## src/hw/rtl/sts_pkg.sv

```systemverilog
// ----------------------------------------------------------------------------
// sts_pkg
// Types, character codes and character-class decoders shared by the token
// splitter modules.
// ----------------------------------------------------------------------------
package sts_pkg;

  typedef enum logic [2:0] {
    MODE_IDLE    = 3'd0,
    MODE_COMMENT = 3'd1,
    MODE_WORD    = 3'd2,
    MODE_STRING  = 3'd3,
    MODE_OP1     = 3'd4,
    MODE_OP2     = 3'd5
  } lex_mode_t;

  localparam logic [1:0] KIND_WORD   = 2'd0;
  localparam logic [1:0] KIND_STRING = 2'd1;
  localparam logic [1:0] KIND_OPER   = 2'd2;

  localparam logic [7:0] CH_NL     = 8'h0A;
  localparam logic [7:0] CH_HASH   = 8'h23;
  localparam logic [7:0] CH_DQUOTE = 8'h22;
  localparam logic [7:0] CH_SQUOTE = 8'h27;
  localparam logic [7:0] CH_BSLASH = 8'h5C;
  localparam logic [7:0] CH_EQ     = 8'h3D;
  localparam logic [7:0] CH_LT     = 8'h3C;
  localparam logic [7:0] CH_GT     = 8'h3E;

  typedef struct packed {
    logic [7:0] tok_byte;
    logic [1:0] tok_kind;
    logic       tok_last;
  } tok_beat_t;

  // beats of one input item, beat[0] goes out first
  typedef struct packed {
    logic [1:0]      count;
    tok_beat_t [2:0] beat;
  } step_out_t;

  function automatic logic is_space(input logic [7:0] c);
    return c inside {8'h20, 8'h09, 8'h0A, 8'h0D, 8'h0B, 8'h0C};
  endfunction

  // operators that take a trailing '='
  function automatic logic is_eq_op(input logic [7:0] c);
    return c inside {8'h2B, 8'h2D, 8'h2A, 8'h2F, 8'h25, 8'h21, 8'h3E, 8'h3C,
                     8'h26, 8'h7C, 8'h5E};
  endfunction

  // operators that may be doubled
  function automatic logic is_dbl_op(input logic [7:0] c);
    return c inside {8'h2B, 8'h2D, 8'h3D, 8'h3E, 8'h3C, 8'h26, 8'h7C};
  endfunction

  function automatic logic is_oper(input logic [7:0] c);
    return c inside {8'h2B, 8'h2D, 8'h2A, 8'h2F, 8'h25, 8'h3D, 8'h21, 8'h3E,
                     8'h3C, 8'h26, 8'h7C, 8'h5E, 8'h7E, 8'h2E, 8'h7B, 8'h5B,
                     8'h28, 8'h2C};
  endfunction

  function automatic logic is_delim(input logic [7:0] c);
    return is_space(c) || is_oper(c) ||
           (c inside {8'h7D, 8'h5D, 8'h29, 8'h22, 8'h27});
  endfunction

endpackage

```

## src/hw/rtl/sts_in_if.sv

```systemverilog
// ----------------------------------------------------------------------------
// sts_in_if
// Source byte channel: valid/ready handshake with one source byte per beat.
// ----------------------------------------------------------------------------
interface sts_in_if;
  logic       valid;
  logic       ready;
  logic [7:0] in_byte;
  logic       end_of_input;

  modport source (output valid, output in_byte, output end_of_input, input ready);
  modport sink   (input valid, input in_byte, input end_of_input, output ready);
endinterface

```

## src/hw/rtl/sts_tok_if.sv

```systemverilog
// ----------------------------------------------------------------------------
// sts_tok_if
// Token channel: valid/ready handshake with one token byte per beat.
// ----------------------------------------------------------------------------
interface sts_tok_if;
  logic       valid;
  logic       ready;
  logic [7:0] tok_byte;
  logic [1:0] tok_kind;
  logic       tok_last;

  modport source (output valid, output tok_byte, output tok_kind, output tok_last,
                  input ready);
  modport sink   (input valid, input tok_byte, input tok_kind, input tok_last,
                  output ready);
endinterface

```

## src/hw/rtl/sts_lexer.sv

```systemverilog
// ----------------------------------------------------------------------------
// sts_lexer
// Lexer state and single-pass next-state logic. Produces up to three token
// beats for each accepted source byte and advances its state on accept.
// ----------------------------------------------------------------------------
module sts_lexer (
  input  logic               clk,
  input  logic               rst,
  input  logic               accept,
  input  logic [7:0]         in_byte,
  input  logic               end_of_input,
  output sts_pkg::step_out_t step
);

  sts_pkg::lex_mode_t lex_mode, lex_mode_next;
  logic [7:0] held_byte, held_byte_next;
  logic       held_valid, held_valid_next;
  logic [1:0] held_kind, held_kind_next;
  logic [7:0] quote_char, quote_char_next;
  logic [7:0] prev_string_byte, prev_string_byte_next;
  logic [7:0] op_first, op_first_next;
  logic [7:0] op_second, op_second_next;

  // token-start decode of the incoming byte
  sts_pkg::lex_mode_t st_mode;
  logic       st_hold;
  logic [1:0] st_kind;
  logic       st_string;
  logic       st_op;
  logic       do_start;
  logic       op_match;

  always_comb begin
    st_mode   = sts_pkg::MODE_WORD;
    st_hold   = 1'b1;
    st_kind   = sts_pkg::KIND_WORD;
    st_string = 1'b0;
    st_op     = 1'b0;
    if (sts_pkg::is_space(in_byte)) begin
      st_mode = sts_pkg::MODE_IDLE;
      st_hold = 1'b0;
    end else if (in_byte == sts_pkg::CH_HASH) begin
      st_mode = sts_pkg::MODE_COMMENT;
      st_hold = 1'b0;
    end else if (in_byte == sts_pkg::CH_SQUOTE || in_byte == sts_pkg::CH_DQUOTE) begin
      st_mode   = sts_pkg::MODE_STRING;
      st_kind   = sts_pkg::KIND_STRING;
      st_string = 1'b1;
    end else if (sts_pkg::is_oper(in_byte)) begin
      st_mode = sts_pkg::MODE_OP1;
      st_hold = 1'b0;
      st_op   = 1'b1;
    end
  end

  assign op_match = (in_byte == sts_pkg::CH_EQ && sts_pkg::is_eq_op(op_first)) ||
                    (in_byte == op_first && sts_pkg::is_dbl_op(op_first));

  always_comb begin
    lex_mode_next         = lex_mode;
    held_byte_next        = held_byte;
    held_valid_next       = held_valid;
    held_kind_next        = held_kind;
    quote_char_next       = quote_char;
    prev_string_byte_next = prev_string_byte;
    op_first_next         = op_first;
    op_second_next        = op_second;
    do_start              = 1'b0;
    step                  = '0;

    if (end_of_input) begin
      case (lex_mode)
        sts_pkg::MODE_WORD, sts_pkg::MODE_STRING: begin
          if (held_valid) begin
            step.beat[0] = '{held_byte, held_kind, 1'b1};
            step.count   = 2'd1;
          end
        end
        sts_pkg::MODE_OP1: begin
          step.beat[0] = '{op_first, sts_pkg::KIND_OPER, 1'b1};
          step.count   = 2'd1;
        end
        sts_pkg::MODE_OP2: begin
          step.beat[0] = '{op_first, sts_pkg::KIND_OPER, 1'b0};
          step.beat[1] = '{op_second, sts_pkg::KIND_OPER, 1'b1};
          step.count   = 2'd2;
        end
        default: ;
      endcase
      held_valid_next = 1'b0;
      lex_mode_next   = sts_pkg::MODE_IDLE;
    end else begin
      case (lex_mode)
        sts_pkg::MODE_COMMENT: begin
          if (in_byte == sts_pkg::CH_NL) lex_mode_next = sts_pkg::MODE_IDLE;
        end
        sts_pkg::MODE_WORD: begin
          if (sts_pkg::is_delim(in_byte)) begin
            if (held_valid) begin
              step.beat[0] = '{held_byte, held_kind, 1'b1};
              step.count   = 2'd1;
            end
            held_valid_next = 1'b0;
            do_start        = 1'b1;
          end else begin
            step.beat[0]    = '{held_byte, held_kind, 1'b0};
            step.count      = 2'd1;
            held_byte_next  = in_byte;
            held_kind_next  = sts_pkg::KIND_WORD;
            held_valid_next = 1'b1;
          end
        end
        sts_pkg::MODE_STRING: begin
          // close only on a matching quote not preceded by a backslash
          if (in_byte == quote_char && prev_string_byte != sts_pkg::CH_BSLASH) begin
            if (held_valid) begin
              step.beat[0] = '{held_byte, held_kind, 1'b1};
              step.count   = 2'd1;
            end
            held_valid_next = 1'b0;
            lex_mode_next   = sts_pkg::MODE_IDLE;
          end else begin
            step.beat[0]          = '{held_byte, held_kind, 1'b0};
            step.count            = 2'd1;
            held_byte_next        = in_byte;
            held_kind_next        = sts_pkg::KIND_STRING;
            held_valid_next       = 1'b1;
            prev_string_byte_next = in_byte;
          end
        end
        sts_pkg::MODE_OP1: begin
          if (op_match) begin
            if ((op_first == sts_pkg::CH_LT || op_first == sts_pkg::CH_GT) &&
                in_byte == op_first) begin
              // hold << or >> until the next byte decides on a trailing '='
              op_second_next = in_byte;
              lex_mode_next  = sts_pkg::MODE_OP2;
            end else begin
              step.beat[0]  = '{op_first, sts_pkg::KIND_OPER, 1'b0};
              step.beat[1]  = '{in_byte, sts_pkg::KIND_OPER, 1'b1};
              step.count    = 2'd2;
              lex_mode_next = sts_pkg::MODE_IDLE;
            end
          end else begin
            step.beat[0] = '{op_first, sts_pkg::KIND_OPER, 1'b1};
            step.count   = 2'd1;
            do_start     = 1'b1;
          end
        end
        sts_pkg::MODE_OP2: begin
          step.beat[0] = '{op_first, sts_pkg::KIND_OPER, 1'b0};
          if (in_byte == sts_pkg::CH_EQ) begin
            step.beat[1]  = '{op_second, sts_pkg::KIND_OPER, 1'b0};
            step.beat[2]  = '{in_byte, sts_pkg::KIND_OPER, 1'b1};
            step.count    = 2'd3;
            lex_mode_next = sts_pkg::MODE_IDLE;
          end else begin
            step.beat[1] = '{op_second, sts_pkg::KIND_OPER, 1'b1};
            step.count   = 2'd2;
            do_start     = 1'b1;
          end
        end
        default: begin
          held_valid_next = 1'b0;
          do_start        = 1'b1;
        end
      endcase

      if (do_start) begin
        lex_mode_next = st_mode;
        if (st_hold) begin
          held_byte_next  = in_byte;
          held_kind_next  = st_kind;
          held_valid_next = 1'b1;
        end
        if (st_string) begin
          quote_char_next       = in_byte;
          prev_string_byte_next = 8'h00;
        end
        if (st_op) op_first_next = in_byte;
      end
    end
  end

  always_ff @(posedge clk) begin
    if (rst) begin
      lex_mode         <= sts_pkg::MODE_IDLE;
      held_byte        <= 8'h00;
      held_valid       <= 1'b0;
      held_kind        <= sts_pkg::KIND_WORD;
      quote_char       <= 8'h00;
      prev_string_byte <= 8'h00;
      op_first         <= 8'h00;
      op_second        <= 8'h00;
    end else if (accept) begin
      lex_mode         <= lex_mode_next;
      held_byte        <= held_byte_next;
      held_valid       <= held_valid_next;
      held_kind        <= held_kind_next;
      quote_char       <= quote_char_next;
      prev_string_byte <= prev_string_byte_next;
      op_first         <= op_first_next;
      op_second        <= op_second_next;
    end
  end

  a_op2_angle : assert property (@(posedge clk) disable iff (rst)
    lex_mode == sts_pkg::MODE_OP2 |->
      (op_first == sts_pkg::CH_LT || op_first == sts_pkg::CH_GT) &&
      op_second == op_first)
    else $error("doubled-operator mode without a held << or >>");

  a_word_held : assert property (@(posedge clk) disable iff (rst)
    (lex_mode == sts_pkg::MODE_WORD || lex_mode == sts_pkg::MODE_STRING) |-> held_valid)
    else $error("word or string mode without a held byte");

  a_idle_nothing : assert property (@(posedge clk) disable iff (rst)
    (lex_mode == sts_pkg::MODE_IDLE || lex_mode == sts_pkg::MODE_COMMENT) |->
      step.count == 2'd0)
    else $error("idle or comment mode produced token beats");

endmodule

```

## src/hw/rtl/sts_out_buf.sv

```systemverilog
// ----------------------------------------------------------------------------
// sts_out_buf
// Result register: holds one source byte's beats, sends one per cycle while
// tok.ready is high. Loads anew once at most one beat is left and leaving.
// ----------------------------------------------------------------------------
module sts_out_buf (
  input  logic               clk,
  input  logic               rst,
  input  logic               load,
  input  sts_pkg::step_out_t step,
  output logic               can_load,
  sts_tok_if.source          tok
);

  logic [1:0]               cnt;
  sts_pkg::tok_beat_t [2:0] q;
  logic                     pop;

  assign tok.valid    = (cnt != 2'd0);
  assign tok.tok_byte = q[0].tok_byte;
  assign tok.tok_kind = q[0].tok_kind;
  assign tok.tok_last = q[0].tok_last;
  assign pop          = tok.valid && tok.ready;
  assign can_load     = !rst && (cnt == 2'd0 || (cnt == 2'd1 && tok.ready));

  always_ff @(posedge clk) begin
    if (rst) begin
      cnt <= 2'd0;
    end else if (load) begin
      cnt <= step.count;
    end else if (pop) begin
      cnt <= cnt - 2'd1;
    end
  end

  // advance the queue by one beat on each pop
  always_ff @(posedge clk) begin
    if (load) begin
      q <= step.beat;
    end else if (pop) begin
      q[0] <= q[1];
      q[1] <= q[2];
    end
  end

  a_load_count : assert property (@(posedge clk) disable iff (rst)
    load |=> cnt == $past(step.count))
    else $error("beat count does not follow the loaded item");

  a_pop_count : assert property (@(posedge clk) disable iff (rst)
    pop && !load |=> cnt == $past(cnt) - 2'd1)
    else $error("beat count did not drop after a pop");

  a_no_overwrite : assert property (@(posedge clk) disable iff (rst)
    load |-> cnt == 2'd0 || (cnt == 2'd1 && pop))
    else $error("load while beats are still pending");

endmodule

```

## src/hw/rtl/source_token_splitter.sv

```systemverilog
// ----------------------------------------------------------------------------
// source_token_splitter
// Splits a source byte stream into word, string and operator tokens, sent
// one byte per beat with a kind and a last flag.
// ----------------------------------------------------------------------------
// Output: the first token beat caused by a source byte is registered and
//   valid in the cycle after that byte is accepted.
// Throughput: one source byte per cycle while each byte yields at most one
//   beat and tok.ready is high; a byte with more beats (up to three, on
//   operator flushes) holds the single result register and its output port.
// Reset: synchronous rst returns the lexer to idle between tokens, drops
//   any pending beats, and holds src.ready low while asserted.
module source_token_splitter (
  input  logic     clk,
  input  logic     rst,
  sts_in_if.sink   src,
  sts_tok_if.source tok
);

  sts_pkg::step_out_t step;
  logic               can_load;
  logic               accept;

  assign src.ready = can_load;
  assign accept    = src.valid && can_load;

  sts_lexer u_lexer (
    .clk          (clk),
    .rst          (rst),
    .accept       (accept),
    .in_byte      (src.in_byte),
    .end_of_input (src.end_of_input),
    .step         (step)
  );

  sts_out_buf u_out_buf (
    .clk      (clk),
    .rst      (rst),
    .load     (accept),
    .step     (step),
    .can_load (can_load),
    .tok      (tok)
  );

endmodule
```

## src/flat_wrapper.sv

```systemverilog
// flat-port wrapper written by rule: the top's interface ports become plain ports
module source_token_splitter_flat 
  (clk, rst, src_valid, src_in_byte, src_end_of_input, src_ready, tok_valid, tok_tok_byte, tok_tok_kind, tok_tok_last, tok_ready);
  sts_in_if src_i ();
  sts_tok_if tok_i ();
  input  logic clk;
  input  logic rst;
  input wire logic [$bits(src_i.valid)-1:0] src_valid;
  input wire logic [$bits(src_i.in_byte)-1:0] src_in_byte;
  input wire logic [$bits(src_i.end_of_input)-1:0] src_end_of_input;
  output wire logic [$bits(src_i.ready)-1:0] src_ready;
  output wire logic [$bits(tok_i.valid)-1:0] tok_valid;
  output wire logic [$bits(tok_i.tok_byte)-1:0] tok_tok_byte;
  output wire logic [$bits(tok_i.tok_kind)-1:0] tok_tok_kind;
  output wire logic [$bits(tok_i.tok_last)-1:0] tok_tok_last;
  input wire logic [$bits(tok_i.ready)-1:0] tok_ready;
  assign src_i.valid = src_valid;
  assign src_i.in_byte = src_in_byte;
  assign src_i.end_of_input = src_end_of_input;
  assign src_ready = src_i.ready;
  assign tok_valid = tok_i.valid;
  assign tok_tok_byte = tok_i.tok_byte;
  assign tok_tok_kind = tok_i.tok_kind;
  assign tok_tok_last = tok_i.tok_last;
  assign tok_i.ready = tok_ready;
  source_token_splitter u_core (.clk(clk), .rst(rst), .src(src_i), .tok(tok_i));
endmodule
```

## config.mk

```make
export PLATFORM = sky130hd
export DESIGN_NAME = source_token_splitter_flat
export DESIGN_NICKNAME = d
export VERILOG_FILES = /design/src/hw/rtl/sts_pkg.sv /design/src/hw/rtl/sts_in_if.sv /design/src/hw/rtl/sts_tok_if.sv /design/src/hw/rtl/sts_lexer.sv /design/src/hw/rtl/sts_out_buf.sv /design/src/hw/rtl/source_token_splitter.sv /design/src/flat_wrapper.sv
export SDC_FILE = /design/constraint.sdc
export NUM_CORES = 1
export LEC_CHECK = 0
export ABC_AREA = 1
export BUFFER_PORTS_ARGS = -buffer_cell sky130_fd_sc_hd__buf_2
export CORE_UTILIZATION = 31
export CTS_CLUSTER_SIZE = 28
export DETAILED_ROUTE_END_ITERATION = 12
export SLEW_MARGIN = 0
export SYNTH_ARGS = -nofsm -noshare
export SYNTH_HDL_FRONTEND = slang
export SYNTH_SLANG_ARGS = --single-unit
```

## constraint.sdc

```tcl
create_clock -name clk -period 2 [get_ports clk]
set_input_delay 0.4 -clock clk [delete_from_list [all_inputs] [get_ports clk]]
set_output_delay 0.4 -clock clk [all_outputs]
set_load 0.05 [all_outputs]
```

==> flow_summary_export.csv, run 1 <==
group,metric,value,unit
global_route,use_met2,31.20,%
critical_path,cpMostUsedCell,"nand2_1",
synthesis,synthFlopType,"dfxtp_1",
drt,via_per_inst,4.922,
global_route,grt-ovfl-total,0,
timing,finalClockSkew,0.007858,ns
drt,wl_per_cell,14.72,um
global_route,grt_pass1_vias,4491,
layout,num-fill-cells,1583,
place,post-dp-hpwl,10.84,mm
synthesis,synth_cell_types,36,
synthesis,synth_seq_cells,78,
drt,via_count,4873,
die,core,15150,um^2
critical_path,critical_path_arrival,2.13,ns
clock_tree,cts-buffers-inserted,9,
die,die-area,15950,um^2
global_route,met3_usage,2.931,%
global_route,antenna_found_initial,0,
critical_path,crit_buf_inv,5,
power,p_leak,2.707,nW
timing,period_needed,1.905,ns
critical_path,cp_data_required_time,2.22,ns
synthesis,avgSynthCellArea,6.782,um^2
clock_tree,clk_transition_reported_paths,0.06,ns
min_path,worstHoldStart,"u_core.u_lexer.op_second[5]",
layout,fin_area,6309,um^2
critical_path,path_cells,"buf_4 > buf_4 > buf_4 > nand2_1 > nor2_1 > nand2_1 > nand2_1 > nor2_1 > nand2_1 > nor2_4 > nand3_4 > nand3_4 > inv_4 > buf_6 > o21ai_1 > nand3_1 > nand2_1",
power,power.total,0.004396,W
critical_path,cp-startpoint,"src_in_byte[2]",
place,placed_area,5688,um^2
critical_path,endpoint_kind,"register",
global_route,grt_busiest_layer,"met2",
drt,wirelength,14.58,mm
place,gp_congestion,0.8971,
critical_path,crit_path_max_fanout,8,
timing,fmax,524.9,MHz
critical_path,r2r_start,"u_core.u_lexer.op_first[1]",
global_route,grt_max_degree,35,
critical_path,crit_family,"simple AND/OR/NAND/NOR gates",
critical_path,reg2reg_slack,0.09,ns
timing,grt_setup_unrepaired,"true",
drt,route.detailed.drc,0,
place,port_buffers,25,
synthesis,syn-cell-area,4788,um^2
die,ios,26,
die,fp.dieW,126.3,um
synthesis,synth-seq-area-share,38.88,%
clock_tree,cts.htree.levels,3,
global_route,grt.total_usage,18.49,%
timing,drv_slew,0,
power,vdd_drop_max,0.4283,mV
global_route,use_met1,23.84,%
layout,num-nets-final,812,
timing,fin_crit_sh,95.25,%
timing,finalSetupViolations,0,
synthesis,ys_warn_count,0,
drt,drt_iter0_drc,305,
drt,drtPass1Iterations,5,
clock_tree,clk_path_buf_depth,2,
outcome,outcome,"finished, final reports clean",
die,die_y,126.3,um
layout,drive_above_1_share,29.30,%
layout,area_growth,31.75,%
layout,layout_common_cells,"201 x nand2_1, 89 x buf_4, 63 x nand3_1, 62 x inv_1, 50 x a21oi_1",
synthesis,synth-edff-count,30,
layout,antenna_cells,0,
critical_path,slowest_delay,0.16,ns
synthesis,ys_async_sr_fraction,0,%
job,max-cap-violations,0,
min_path,hp-class,"register to register",
critical_path,slowest_stage,"nor2_4",
clock_tree,cts_tree,"yes",
clock_tree,numClockSinks,78,
critical_path,worstSetupStartpointType,"primary input",
die,rows,45,
drt,antenna_left,0,
die,start_util,31.62,%
critical_path,worst-setup-path-type,"primary input to register",
layout,layout_commonest_cell,"nand2_1",
clock_tree,cts-root-buf,"clkbuf_16",
timing,hold_violations,0,
power,p_per_area,696.8,nW/um^2
synthesis,syn_inst,706,
global_route,grt_pass1_wl,22.85,mm
clock_tree,holdBufCountCts,0,
clock_tree,clk_latency,0.35,ns
-- synthesized netlist by cell type, types with 3 or more instances --
library cell    n  share of area (%)
nand2_2         5               0.65
o21ai_0        22                2.3
xnor2_1         9                1.6
o211ai_1        9                1.4
nand3_1        70                7.3
o21ai_1         5               0.52
buf_4          17                2.7
nand2_1       218                 17
inv_1          71                5.6
nor2_1         59                4.6
o22ai_1         4               0.52
inv_2          11               0.86
a21oi_1        57                6.0
nor2_4          3               0.71
edfxtp_1       30                 19
buf_2           7               0.73
nand3_2         5                1.0
o221ai_1        6                1.1
nor3_1          6               0.63
clkbuf_1       17                1.3
nand4_1         8                1.0
dfxtp_1        48                 20
-- what timing repair did --
| item | 4_1_cts | 5_1_grt |
|---|---|---|
| setup endpoints to repair | 44 | 57 |
| buffers inserted | 0 | 3 |
| pin swaps | 0 | 23 |
| gates resized for setup | 6 | 95 |
-- sequential cells by signal, indices dropped and copies added (netlist names) --
register	cells
u_core.u_lexer.held_byte	8
u_core.u_out_buf.q	19
u_core.u_out_buf.tok.tok_kind	2
u_core.u_lexer.held_valid	1
u_core.u_out_buf.tok.tok_byte	8
u_core.u_lexer.lex_mode	3
u_core.u_lexer.prev_string_byte	8
u_core.u_lexer.op_first	8
u_core.u_out_buf.cnt	2
u_core.u_lexer.op_second	8
u_core.u_lexer.held_kind	2
u_core.u_lexer.quote_char	8
u_core.u_out_buf.tok.tok_last	1
-- routing by layer --
metal  vias to the layer above  part of all wire [%]
met5                         -                     0
met1                      2253                    45
li1                       2480                     -
met4                         0                   2.1
met2                       119                    48
met3                        21                   4.7
-- power by group --
group | internal (W) | switching, W | total [W]
Sequential | 0.00178 | 0.0000413 | 0.00182
Clock | 0.000961 | 0.000656 | 0.00162
Combinational | 0.000310 | 0.000646 | 0.000956
-- area by class of cell --
class,instances,area [um^2],area share [%]
multi-input combinational,505,2665,42.25
sequential,78,1894,30.03
timing repair buffer,121,909.6,14.42
inverter,82,320.3,5.077
tap,188,235.2,3.729
clock buffer,11,232.7,3.689
clock inverter,5,51.30,0.8132
-- cells by family after synthesis --
kind of cell | Yosys count | share of synthesized area (%)
other | 1 | 0.07832
AND/OR/NAND/NOR | 380 | 34.18
adder cells (fa/ha/maj) | 2 | 0.5225
AO/OA/AOI/OAI | 111 | 13.06
buffers and inverters | 125 | 11.63
flip-flops | 78 | 38.88
XOR/XNOR | 9 | 1.646
-- final timing paths --
kind                                                          to  cells past startpoint
worst max-delay path            u_core.u_out_buf.tok.tok_byte[4]                     17
worst max register to register       u_core.u_lexer.held_byte[3]                     13
worst min register to register       u_core.u_lexer.op_second[5]                      2
worst min-delay path                 u_core.u_lexer.op_second[5]                      2
-- through the flow --
step	instances	setup WS, ns	setup TNS (ns)	hold WS, ns	util (%)
2_1_floorplan	708	-0.07449	-0.4299	0.4304	-
3_3_place_gp	971	-0.3179	-9.670	0.4401	37.55
3_5_place_dp	971	-0.3130	-10.60	0.4455	37.55
4_1_cts	987	0.004568	0	0.4542	39.52
5_1_grt	990	-0.02589	-0.1496	0.4735	41.65
6_report	990	0.09499	0	0.4524	41.65
-- worst min-delay path: cells and delay by family (launching register included) --
| kind | cells | cell delay, ns |
|---|---|---|
| AOI/OAI and AO/OA | 1 | 0.05 |
| buffers and inverters | 1 | 0.05 |
| DFF | 1 | 0.31 |
Power figures use the tool's default switching activity.
==> inputs of run 2 (changes only) <==
--- a/config.mk
+++ b/config.mk
@@ -5,7 +5,6 @@
 export SDC_FILE = /design/constraint.sdc
 export NUM_CORES = 1
 export LEC_CHECK = 0
-export ABC_AREA = 1
 export BUFFER_PORTS_ARGS = -buffer_cell sky130_fd_sc_hd__buf_2
 export CORE_UTILIZATION = 31
 export CTS_CLUSTER_SIZE = 28
==> run 2 against run 1 <==
The run now ends with setup timing left. Power increased by 2.0%. Critical path type is now register to register. Largest power group unchanged. Synthesized cell count decreased by 33%. Cell area decreased by 0.38%. First-iteration DRC count decreased by 19%. Die area decreased by 8.5%. Non-clock buffer count increased by 25. Synthesized area decreased by 8.6%. Final cell count decreased by 22%. Sequential power about the same.
==> flow_summary_export.csv, run 2 <==
group,metric,value,unit
timing,hold_violations,0,
drt,wl_per_cell,17.08,um
layout,num-nets-final,602,
timing,tightest_slew,0.6385,ns
synthesis,avgSynthCellArea,9.234,um^2
layout,drive_above_1_share,44.59,%
timing,fin_crit_sh,114.8,%
layout,layout_commonest_cell,"buf_4",
drt,wirelength,13.18,mm
drt,via_count,3994,
layout,area_growth,43.60,%
synthesis,synth_seq_cells,78,
power,p_per_area,713.1,nW/um^2
place,port_buffers,25,
die,ios,26,
synthesis,ys_warn_count,0,
synthesis,syn_inst,474,
power,vdd_drop_max,0.4105,mV
critical_path,worstRegToRegCells,10,
synthesis,syn-cell-area,4377,um^2
job,max-cap-violations,0,
layout,largest_reg_flops,19,
drt,via_per_inst,5.174,
outcome,outcome,"complete, but fails checks",
place,dp.cells,736,
critical_path,crit_path_max_fanout,8,
min_path,hold_path_depth,4,
timing,fin_ws,-0.2956,ns
synthesis,synth-edff-count,30,
outcome,violations,"setup timing",
clock_tree,numClockSinks,78,
timing,finalClockSkew,0.004953,ns
synthesis,synth_top_area_share,21.96,%
synthesis,ys_async_sr_fraction,0,%
global_route,grt.total_usage,19.11,%
clock_tree,clk_path_buf_depth,2,
die,core,13830,um^2
layout,fin_cells,772,
critical_path,worst-setup-path-type,"register to register",
power,p_leak,2.542,nW
timing,finalSetupViolations,59,
layout,fin_util,45.45,%
clock_tree,holdBufCountCts,0,
timing,holdWs,0.4066,ns
timing,period_needed,2.296,ns
clock_tree,clk_latency,0.34,ns
clock_tree,cts_tree,"yes",
min_path,hp-class,"primary input to register",
layout,layout_common_cells,"99 x buf_4, 40 x nor2_1, 40 x dfxtp_1, 39 x nand2_1, 30 x edfxtp_1",
global_route,grt-ovfl-total,0,
die,start_util,31.65,%
synthesis,synth-seq-area-share,42.54,%
die,rows,43,
clock_tree,cts-buffers-inserted,9,
synthesis,synth_cell_types,71,
synthesis,synthFlopType,"dfxtp_1",
timing,drv_slew,0,
layout,top_register,"u_core.u_out_buf.q",
die,fp.dieW,120.8,um
drt,route.detailed.drc,0,
synthesis,yosys-top-cells-area,"dfxtp_1 22%, edfxtp_1 21%, nor2_1 4.5%",
clock_tree,cts-root-buf,"clkbuf_16",
drt,antenna_left,0,
layout,antenna_cells,0,
die,die-area,14600,um^2
synthesis,yosys-top-cells-count,"52 x nor2_1, 48 x dfxtp_1, 41 x nand2_1",
global_route,grt_pass1_vias,4032,
synthesis,yosysMostFrequentCell,"nor2_1",
power,power.total,0.004482,W
clock_tree,cts.htree.levels,3,
global_route,antenna_found_initial,0,
global_route,grt_pass1_wl,21.20,mm
critical_path,worstSetupStartpointType,"register",
timing,grt_setup_unrepaired,"true",
clock_tree,clk_transition_reported_paths,0.06,ns
critical_path,endpoint_kind,"register",
drt,drt_iter0_drc,248,
timing,timing.slew.headroom,57.27,%
drt,drtPass1Iterations,7,
die,die_y,120.8,um
critical_path,cp_data_required_time,2.21,ns
place,post-dp-hpwl,9.310,mm
global_route,grt_max_degree,29,
timing,fmax,435.6,MHz
place,gp_congestion,0.8974,
critical_path,critical_path_arrival,2.51,ns
synthesis,yosys.area.top_type,"dfxtp_1",
place,post-place-ws,-0.6786,ns
## run 2: cell count changes in the layout (fill, tap and decap cells not counted), sizes merged, moves of 16 or more
cell / delta
nand3: -68
a21oi: -36
nand2: -182
buf: +26
xor2: +16
inv: -71
mux2i: +18
## run 2: layout make-up
type	count	area, um^2
fill	1246	7542
sequential	78	1882
clock inverter	4	53.80
inverter	8	35.03
clock buffer	12	246.5
tap	180	225.2
timing repair buffer	146	1204
multi-input combinational	344	2639
## run 2: power by group
part | internal [W] | total, W | switching [W]
clock | 0.00101 | 0.00166 | 0.000651
sequential | 0.00180 | 0.00185 | 0.0000506
combinational | 0.000370 | 0.000968 | 0.000598
## run 2: cells by family after synthesis
logic type               Yosys count  share of synthesized area, %
XOR/XNOR                          18                         3.602
buffers and inverters             55                         6.832
adder cells (fa/ha/maj)            2                        0.5717
multiplexers                      20                         4.631
other                              1                       0.08568
flip-flops                        78                         42.54
AO/OA/AOI/OAI                    105                         17.70
AND/OR/NAND/NOR                  195                         24.04
## run 2: timing repair
action / 4_1_cts / 5_1_grt
setup endpoints to repair: 68 / 68
gates resized for setup: 94 / 28
buffers inserted: 12 / 9
pin swaps: 55 / 24
gates cloned: 1 / 0
## run 2: per-stage QoR
step / area (um^2) / setup TNS, ns
2_1_floorplan: 4501 / -21.46
3_3_place_gp: 5379 / -34.41
3_5_place_dp: 5379 / -37.26
4_1_cts: 6123 / -10.37
5_1_grt: 6285 / -17.77
6_report: 6285 / -11.93
## run 2: worst paths after layout
kind / endpoint / start / slack [ns]
max: u_core.u_lexer.op_first[0] / u_core.u_lexer.op_first[3] / -0.30
min: u_core.u_lexer.op_first[6] / src_in_byte[6] / 0.41
max reg2reg: u_core.u_lexer.op_first[0] / u_core.u_lexer.op_first[3] / -0.30
min reg2reg: u_core.u_lexer.op_second[7] / u_core.u_lexer.op_second[7] / 0.48
## run 2: critical path, cell delays in order (launching register included)
cell	delay, ns
dfxtp_2	0.32
or4b_4	0.55
o22ai_4	0.16
o21ai_2	0.08
a21oi_2	0.19
buf_4	0.15
or2_4	0.12
a221o_1	0.20
buf_12	0.15
mux2i_1	0.18
nor2_1	0.06
## run 2: metal layers
| metal | track usage, % | routed length (um) | vias to the layer above |
|---|---|---|---|
| li1 | - | - | 1920 |
| met1 | 23.19 | 5521 | 1916 |
| met2 | 32.36 | 6564 | 121 |
| met3 | 2.877 | 529 | 37 |
| met4 | 10.42 | 569 | 0 |
| met5 | 0 | 0 | - |
